==> src/rtl/core/lls_pkg.sv <==
// Shared types, constants and helpers of the life-like grid step block.
`timescale 1ns / 1ps
`default_nettype none

package lls_pkg;

    localparam int MAX_WIDTH  = 64;
    localparam int MAX_HEIGHT = 64;
    localparam int ROW_BITS   = $clog2(MAX_HEIGHT);
    localparam int COL_BITS   = $clog2(MAX_WIDTH);
    localparam int DIM_BITS   = 7;
    localparam int MASK_BITS  = 9;
    localparam int WORD_BITS  = 2 * MAX_WIDTH;

    localparam logic [1:0] FUNC_WRITE = 2'd0;
    localparam logic [1:0] FUNC_READ  = 2'd1;
    localparam logic [1:0] FUNC_STEP  = 2'd2;

    localparam logic [1:0] CFG_GRID_WIDTH   = 2'd0;
    localparam logic [1:0] CFG_GRID_HEIGHT  = 2'd1;
    localparam logic [1:0] CFG_BIRTH_MASK   = 2'd2;
    localparam logic [1:0] CFG_SURVIVE_MASK = 2'd3;

    localparam logic [DIM_BITS-1:0]  RESET_WIDTH   = DIM_BITS'(64);
    localparam logic [DIM_BITS-1:0]  RESET_HEIGHT  = DIM_BITS'(64);
    localparam logic [MASK_BITS-1:0] RESET_BIRTH   = MASK_BITS'(8);
    localparam logic [MASK_BITS-1:0] RESET_SURVIVE = MASK_BITS'(12);

    typedef logic [MAX_WIDTH-1:0] row_t;

    typedef struct packed {
        logic [MASK_BITS-1:0] birth;
        logic [MASK_BITS-1:0] survive;
    } rule_cfg_t;

    typedef enum logic [2:0] {
        S_CLEAR,
        S_IDLE,
        S_CELL_RD,
        S_CELL_WR,
        S_GEN_RD,
        S_GEN_EX,
        S_RESP
    } state_t;

    // One bit per column, set for the columns inside the grid in use.
    function automatic row_t col_mask(input logic [DIM_BITS-1:0] width);
        row_t m;
        for (int c = 0; c < MAX_WIDTH; c++)
        begin
            m[c] = (c < int'(width));
        end
        return m;
    endfunction

endpackage

`default_nettype wire

==> src/rtl/core/lls_rule.sv <==
// Next-state logic for one grid row from the rows above, at and below it.
`timescale 1ns / 1ps
`default_nettype none

module lls_rule
    import lls_pkg::*;
(
    input  wire row_t      up,
    input  wire row_t      mid,
    input  wire row_t      down,
    input  wire row_t      mid_vis,
    input  wire row_t      col_en,
    input  wire rule_cfg_t rules,
    output row_t           new_alive,
    output row_t           new_vis
);

    always_comb
    begin
        logic [MAX_WIDTH+1:0] ue;
        logic [MAX_WIDTH+1:0] me;
        logic [MAX_WIDTH+1:0] de;
        logic [3:0]           n;
        // Columns outside the grid, and the borders, read as dead neighbours.
        ue = {1'b0, up & col_en, 1'b0};
        me = {1'b0, mid & col_en, 1'b0};
        de = {1'b0, down & col_en, 1'b0};
        n  = '0;
        for (int c = 0; c < MAX_WIDTH; c++)
        begin
            n = 4'(ue[c]) + 4'(ue[c+1]) + 4'(ue[c+2])
              + 4'(me[c]) + 4'(me[c+2])
              + 4'(de[c]) + 4'(de[c+1]) + 4'(de[c+2]);
            if (col_en[c])
            begin
                new_alive[c] = mid[c] ? rules.survive[n] : rules.birth[n];
                new_vis[c]   = mid_vis[c] | (!mid[c] & rules.birth[n]);
            end
            else
            begin
                new_alive[c] = mid[c];
                new_vis[c]   = mid_vis[c];
            end
        end
    end

endmodule

`default_nettype wire

==> config.mk <==
export PLATFORM = sky130hd
export DESIGN_NAME = lls_rule
export DESIGN_NICKNAME = d
export VERILOG_FILES = /design/src/rtl/core/lls_pkg.sv /design/src/rtl/core/lls_rule.sv
export SDC_FILE = /design/constraint.sdc
export NUM_CORES = 1
export LEC_CHECK = 0
export BUFFER_PORTS_ARGS = -buffer_cell sky130_fd_sc_hd__buf_2
export CAP_MARGIN = 20
export CORE_MARGIN = 4
export CORE_UTILIZATION = 59
export DETAILED_ROUTE_END_ITERATION = 6
export PLACE_DENSITY = 0.85
export SLEW_MARGIN = 5
export SYNTH_ARGS = -nofsm -noshare
export SYNTH_HDL_FRONTEND = slang
export SYNTH_SLANG_ARGS = --single-unit
==> constraint.sdc <==
create_clock -name vclk -period 14.6
set_input_delay 2.92 -clock vclk [all_inputs]
set_output_delay 2.92 -clock vclk [all_outputs]
set_load 0.01 [all_outputs]
Word level (Yosys, flattened, before mapping)
Index checks and enable logic that the tools add are counted.
Widths: inputs -> output; s select.
Storage, ports and cells
  flip-flop bits (word level): 0
  bits in latches: 0
  bits in writable memories: 0
  memory bits (read-only): 0
  input bits: 338
  output and inout bits: 128
  logic and storage cells: 1148
  memories: 0
Cells by class
  add/sub/neg operators: 441
  multiply operators: 0
  divide/modulo/power cells: 0
  order comparisons: 64
  equal/unequal tests: 0
  shifts and indexed selects: 0
  muxes and demuxes: 448
  bitwise gates (word level): 131
  reduce and logical (&&, ||, !) cells: 64
Operators with widths (number)
  $add 4x1->4: 252
  $bmux 1 s4: 128
  $lt 4x5->1 const B: 64
  $mux 1: 320
  $add 3x1->4: 63
  $and 64x64->64: 3
  $add 2x1->3: 63
  $add 1x1->2: 63
  $and 1x1->1: 64
  $logic_not 1->1: 64
  $or 1x1->1: 64

Depth between registers and ports, before layout
Gate-level depths: netlist of the first run.
  word-level depth: 13
  gate-level depth with buffers: 13
  depth with buffers taken out: 13

Worst setup path after synthesis of the first run
No wires, ideal clock.
  kind: input-to-output
  from: input port mid[55]
  to: output port new_alive[56]
  data arrival time: 6641 ps
  data required time: 11680 ps
  path slack: 5039 ps
  stages on the path: 11
  cell sequence: and2_1 fa_1 fa_1 fa_1 ha_1 fa_1 xnor2_1 mux4_1 o21ai_1 a2111oi_2 a211o_1
On the way
  cells in the longest elaborated chain, start to end: 10
  elaborated cells between the ends (all ways): 12
  classes of those cells: add/sub: 5; mux: 6; bitwise: 1
Ends and longest elaborated chain
  start, declared: line lls_rule.sv:9  | input wire row_t mid,
  $and 64x64->64 (*): line lls_rule.sv:26  | me = {1'b0, mid & col_en, 1'b0};
  $add 3x1->4 (*): line lls_rule.sv:32  | + 4'(me[c]) + 4'(me[c+2])
  $add 4x1->4 (*): line lls_rule.sv:32
  $add 4x1->4 (*) (3 in series): line lls_rule.sv:33  | + 4'(de[c]) + 4'(de[c+1]) + 4'(de[c+2]);
  $bmux 1 s4: line lls_rule.sv:36  | new_alive[c] = mid[c] ? rules.survive[n] : rules.birth[n];
  $mux 1 (implied by the code): line lls_rule.sv:36
  $mux 1 (*): line lls_rule.sv:36
  $mux 1 (*): line lls_rule.sv:34  | if (col_en[c])
  end, declared: line lls_rule.sv:14  | output row_t new_alive,
Mark *: on every way between the ends. The rest lies on a longest branch, timed or not. The select of a mux whose other input is x is not followed.

Final worst setup path of the first run
Ends and elaborated chain as after synthesis.

==> impl_metrics.json, run 1 <==
{
  "post-route-period-util": 0.689,
  "vias_per_cell": 6.94,
  "buffer_ports.inserted": 466,
  "grtUsageTotal": 0.349,
  "fin_nets": 3373,
  "timing.hold.ws_ps": 6100,
  "syn-cell-area_um2": 22300,
  "placement.cell_area_um2": 24600,
  "layout_min_cycle_time_ps": 10050,
  "ys.warnings.count": 0,
  "yosys.area.top_type": "fa_1",
  "drtPass1Iterations": 7,
  "worst_setup_sp": "mid[55]",
  "slowest_stage": "mux4_1",
  "setup_viol_count_final": 0,
  "drc": 1,
  "netlist_top_cells_area": "fa_1, mux4_2, ha_1",
  "synth_sequential_area_ratio": 0,
  "netlist_instances": 2292,
  "grt_setup_unrepaired": "no",
  "drt-total-wl_um": 74500,
  "worst_path_most_repeated_cell": "fa_1",
  "clock.fmax_ghz": 0.0995,
  "detail_route.wl_per_cell_um": 24.0,
  "layout_common_cells": "buf_2, fa_1, and2_1, ha_1, mux4_2",
  "synth_nets": 3070,
  "stdcell_area_um2": 24600,
  "largest_delay_contributor_family_on_the_critical_path": "adder cells",
  "crit_buf_inv": 2,
  "cp_cell_sequence": "buf_2 -> and2_1 -> fa_1 -> fa_1 -> fa_1 -> ha_1 -> fa_1 -> xnor2_1 -> mux4_1 -> o21ai_1 -> a2111oi_2 -> a211o_1 -> buf_2",
  "data_arrival_critical_path_ps": 7130,
  "post_route_cells_drive_above_1_share": 0.309,
  "fin_setup_tns_ps": 0,
  "maxCapViolCount": 0,
  "grt_start_max_net_pins": 65,
  "violated_checks": "design-rule violations",
  "critical_path_class": "primary input to output port",
  "timing.critical_path.required_ps": 11680,
  "fp.dieW_um": 203,
  "area_enclosed_by_the_die_boundary_um2": 41000,
  "timing.max_slew.rel_slack": 0.344,
  "worst_setup_path_end_kind": "output port",
  "final_core_utilization": 0.657,
  "worst_hold_startpoint": "mid_vis[25]",
  "leakage_uw": 0.0117,
  "cts-resized-gates": 0,
  "num_vias": 21600,
  "worst_slew_pin_slew_ps": 984,
  "antenna_found_initial": 5,
  "gp_congestion": 0.973,
  "dp.final_hpwl_um": 54100,
  "seq_area_um2": 0,
  "netlist.area_leader.share": 0.226,
  "boundaryPins": 466,
  "power.density_nw_per_um2": 91.7,
  "grt_first_pass_wirelength_um": 118000,
  "initial_util": 0.596,
  "die_h_um": 203,
  "drt_iter0_drc": 2098,
  "rows": 71,
  "crit_path_max_fanout": 4,
  "cts_hold_repair.buffers": 0,
  "worstHoldPathType": "primary input to output port",
  "slew_violations": 0,
  "max-vdd-ir-drop_uv": 55.9,
  "startpoint_type": "primary input",
  "via_count_of_the_first_global_routing_pass": 22800,
  "timing.final.hold_violations": 0,
  "max_stage_delay_ps": 600,
  "seq_cell_count": 0,
  "grt.overflow.total": 0,
  "layout_overhead_on_the_synthesized_area_pct": 10.2,
  "p_total_uw": 2260,
  "synthDistinctLibCells": 57,
  "most_common_cell_after_layout_fill_and_taps_aside": "buf_2",
  "floorplan_core_area_um2": 37500,
  "run_status": "finished with violations",
  "cts_setup_buffers": 0,
  "final.clkbuf_count": 0,
  "drt.antenna.violating_nets": 0,
  "syn-mean-instance-area_um2": 9.75
}
[synthesized netlist by cell type (all sizes together) (56+ instances only)]
master	count
o21ai	150
a21oi	56
mux2	85
xor2	57
nor2	68
mux2i	119
and2	188
ha	188
fa	252
inv	84
nand2	110
mux4	164
clkbuf	138
[worst min-delay path: stages]
cell and delay (ps):
buf_2 70, or2_1 80, buf_2 120
[per-stage QoR]
stage / instances / setup WS [ps]
after floorplan: 2292 / 5040
after global placement: 3104 / 4720
after detailed placement: 3104 / 4550
after CTS: 3104 / 4540
after global routing: 3108 / 4420
final: 3108 / 4550
[kinds of logic after synthesis]
| group | synth area share |
|---|---|
| AND/OR/NAND/NOR | 0.154 |
| multiplexers | 0.263 |
| adder cells (fa/ha/maj) | 0.331 |
| AO/OA/AOI/OAI | 0.163 |
| XOR/XNOR | 0.0369 |
| buffers and inverters | 0.0523 |
[final cells by class]
class / instances / area [µm²]
Multi-Input combinational cell: 2023 / 21200
Fill cell: 3006 / 12900
Timing Repair Buffer: 486 / 2490
Tap cell: 511 / 639
Inverter: 84 / 315
Antenna cell: 4 / 10.0
[final timing paths]
kind	end	slack, ps	cells past startpoint
max	new_alive[56]	4550	13
min	new_vis[25]	6100	3
[routing by layer]
metal | track usage | share of wire | vias to the layer above
met5 | 0 | 0.00017 | -
met4 | 0.173 | 0.060 | 2
met3 | 0.0546 | 0.12 | 397
met2 | 0.579 | 0.47 | 1643
met1 | 0.449 | 0.36 | 10300
li1 | - | - | 9235
[power by group]
group | switching (µW) | internal [µW]
Sequential | 0 | 0
Clock | 0 | 0.0000367
Combinational | 1150 | 1110
Total | 1150 | 1110
No activity file was read; power rests on OpenSTA's default activity.
==> inputs of run 2 (changes only) <==
--- a/config.mk
+++ b/config.mk
@@ -8,9 +8,9 @@
 export BUFFER_PORTS_ARGS = -buffer_cell sky130_fd_sc_hd__buf_2
 export CAP_MARGIN = 20
 export CORE_MARGIN = 4
-export CORE_UTILIZATION = 59
+export CORE_UTILIZATION = 53
 export DETAILED_ROUTE_END_ITERATION = 6
-export PLACE_DENSITY = 0.85
+export PLACE_DENSITY = 0.81
 export SLEW_MARGIN = 5
 export SYNTH_ARGS = -nofsm -noshare
 export SYNTH_HDL_FRONTEND = slang
==> constraint.sdc (replaced) <==
create_clock -name vclk -period 8.9
set_input_delay 1.78 -clock vclk [all_inputs]
set_output_delay 1.78 -clock vclk [all_outputs]
set_load 0.01 [all_outputs]
==> impl_metrics.json, run 2 (same netlist as run 1, synthesis figures left out) <==
{
  "end_of_the_critical_path": "new_alive[23]",
  "layout_common_cells": "buf_2, fa_1, and2_1, ha_1, mux4_2",
  "timing.max_slew.rel_slack": 0.329,
  "cts-resized-gates": 0,
  "drt_iter0_drc": 1983,
  "layout_overhead_on_the_synthesized_area_pct": 10.6,
  "power.density_nw_per_um2": 150,
  "multiInputGateArea_um2": 21200,
  "post_route_cells_drive_above_1_share": 0.310,
  "setup_viol_count_final": 0,
  "fp.dieW_um": 213,
  "top_signal_layer_used": "met5",
  "fin_nets": 3378,
  "worst_setup_path_end_kind": "output port",
  "cts_hold_repair.buffers": 0,
  "boundaryPins": 466,
  "most_common_cell_after_layout_fill_and_taps_aside": "buf_2",
  "grt_setup_unrepaired": "no",
  "crit_path_max_fanout": 6,
  "num_vias": 21300,
  "final.clkbuf_count": 0,
  "seq_area_um2": 0,
  "layout_min_cycle_time_ps": 7830,
  "critical_path_class": "primary input to output port",
  "post-route-period-util": 0.879,
  "wirelength_met1_um": 27700,
  "met2_length_um": 36100,
  "drtPass1Iterations": 5,
  "initial_util": 0.541,
  "maxCapViolCount": 0,
  "grt.overflow.total": 0,
  "fin_setup_tns_ps": 0,
  "buffer_ports.inserted": 466,
  "timing.final.hold_violations": 0,
  "drt-total-wl_um": 75400,
  "area_enclosed_by_the_die_boundary_um2": 45500,
  "grt_start_max_net_pins": 58,
  "max-vdd-ir-drop_uv": 83.1,
  "worst_path_most_repeated_cell": "fa_1",
  "seq_cell_count": 0,
  "worstHoldPathType": "primary input to output port",
  "floorplan_core_area_um2": 41300,
  "vias_per_cell": 6.78,
  "met3_length_um": 8220,
  "worst_slew_pin_slew_ps": 1010,
  "timing.critical_path.required_ps": 7120,
  "timing.hold.ws_ps": 3830,
  "clock.fmax_ghz": 0.128,
  "slowest_stage": "a2111oi_1",
  "num-fill-cells": 3490,
  "dp.final_hpwl_um": 57600,
  "rows": 74,
  "gp_congestion": 0.950,
  "hold_path_depth": 3,
  "leakage_uw": 0.0117,
  "max_stage_delay_ps": 850,
  "drc": 0,
  "cts_setup_buffers": 0,
  "grtUsageTotal": 0.318,
  "via_count_of_the_first_global_routing_pass": 22100,
  "drt.antenna.violating_nets": 0,
  "cp_cell_sequence": "buf_2 -> and2_1 -> fa_1 -> fa_1 -> fa_1 -> ha_1 -> fa_1 -> mux4_2 -> nor2b_1 -> a211oi_2 -> a2111oi_1 -> a31o_1 -> buf_2",
  "startpoint_type": "primary input",
  "grt_first_pass_wirelength_um": 117000,
  "p_total_uw": 3700,
  "slew_violations": 0,
  "die_h_um": 213,
  "antenna_found_initial": 11,
  "run_status": "completed",
  "data_arrival_critical_path_ps": 6050,
  "worst_setup_sp": "col_en[23]",
  "detail_route.wl_per_cell_um": 24.0
}
==> run 2: cell types whose count changed in the layout (fill, tap and decap cells not counted) <==
| cell | previous run | this run |
|---|---|---|
| buf_12 | 0 | 1 |
| buf_2 | 463 | 466 |
| buf_4 | 23 | 24 |
| diode_2 | 4 | 8 |
==> run 2: power by group <==
part           switching [µW]  internal, µW  total [µW]
clock network               0      0.000120    0.000120
logic                    1870          1820        3700
registers                   0             0           0
total                    1870          1820        3700
==> run 2: worst min-delay path by stage <==
stage | start | to | slack [ps]
global placement | mid_vis[30] | new_vis[30] | 3830
detailed placement | mid_vis[30] | new_vis[30] | 3820
global route | mid_vis[27] | new_vis[27] | 3840
finish | mid_vis[46] | new_vis[46] | 3830
floorplan | mid[1] | new_vis[1] | 3650
CTS | mid_vis[30] | new_vis[30] | 3830
==> run 2: metal layers <==
| metal | global-route usage | up-vias |
|---|---|---|
| met3 | 0.0483 | 289 |
| li1 | - | 9254 |
| met2 | 0.533 | 1397 |
| met1 | 0.419 | 10300 |
| met5 | 0 | - |
| met4 | 0.121 | 8 |
==> run 2: area by class of cell <==
class / instances / share of cell area
multi-input cells: 2023 / 0.857
well taps: 532 / 0.0269
inverters: 84 / 0.0128
diodes: 8 / 0.000810
repair buffers: 491 / 0.103
==> run 2: stage by stage <==
| step | instance area, µm² | setup WS [ps] | utilization | std cells |
|---|---|---|---|---|
| floorplan | 22300 | 1620 | - | 2292 |
| global placement | 24700 | 1300 | 0.598 | 3130 |
| detailed placement | 24700 | 1120 | 0.598 | 3130 |
| CTS | 24700 | 1130 | 0.598 | 3130 |
| global route | 24700 | 926 | 0.598 | 3136 |
| finish | 24700 | 1070 | 0.598 | 3138 |
==> run 2: critical path: cells and delay by family <==
family	cells	cell delay, ps
muxes	1	210
adders and majority gates	5	2280
AOI/OAI and AO/OA	3	1110
and+or+nand+nor	2	380
buffers and inverters	2	270
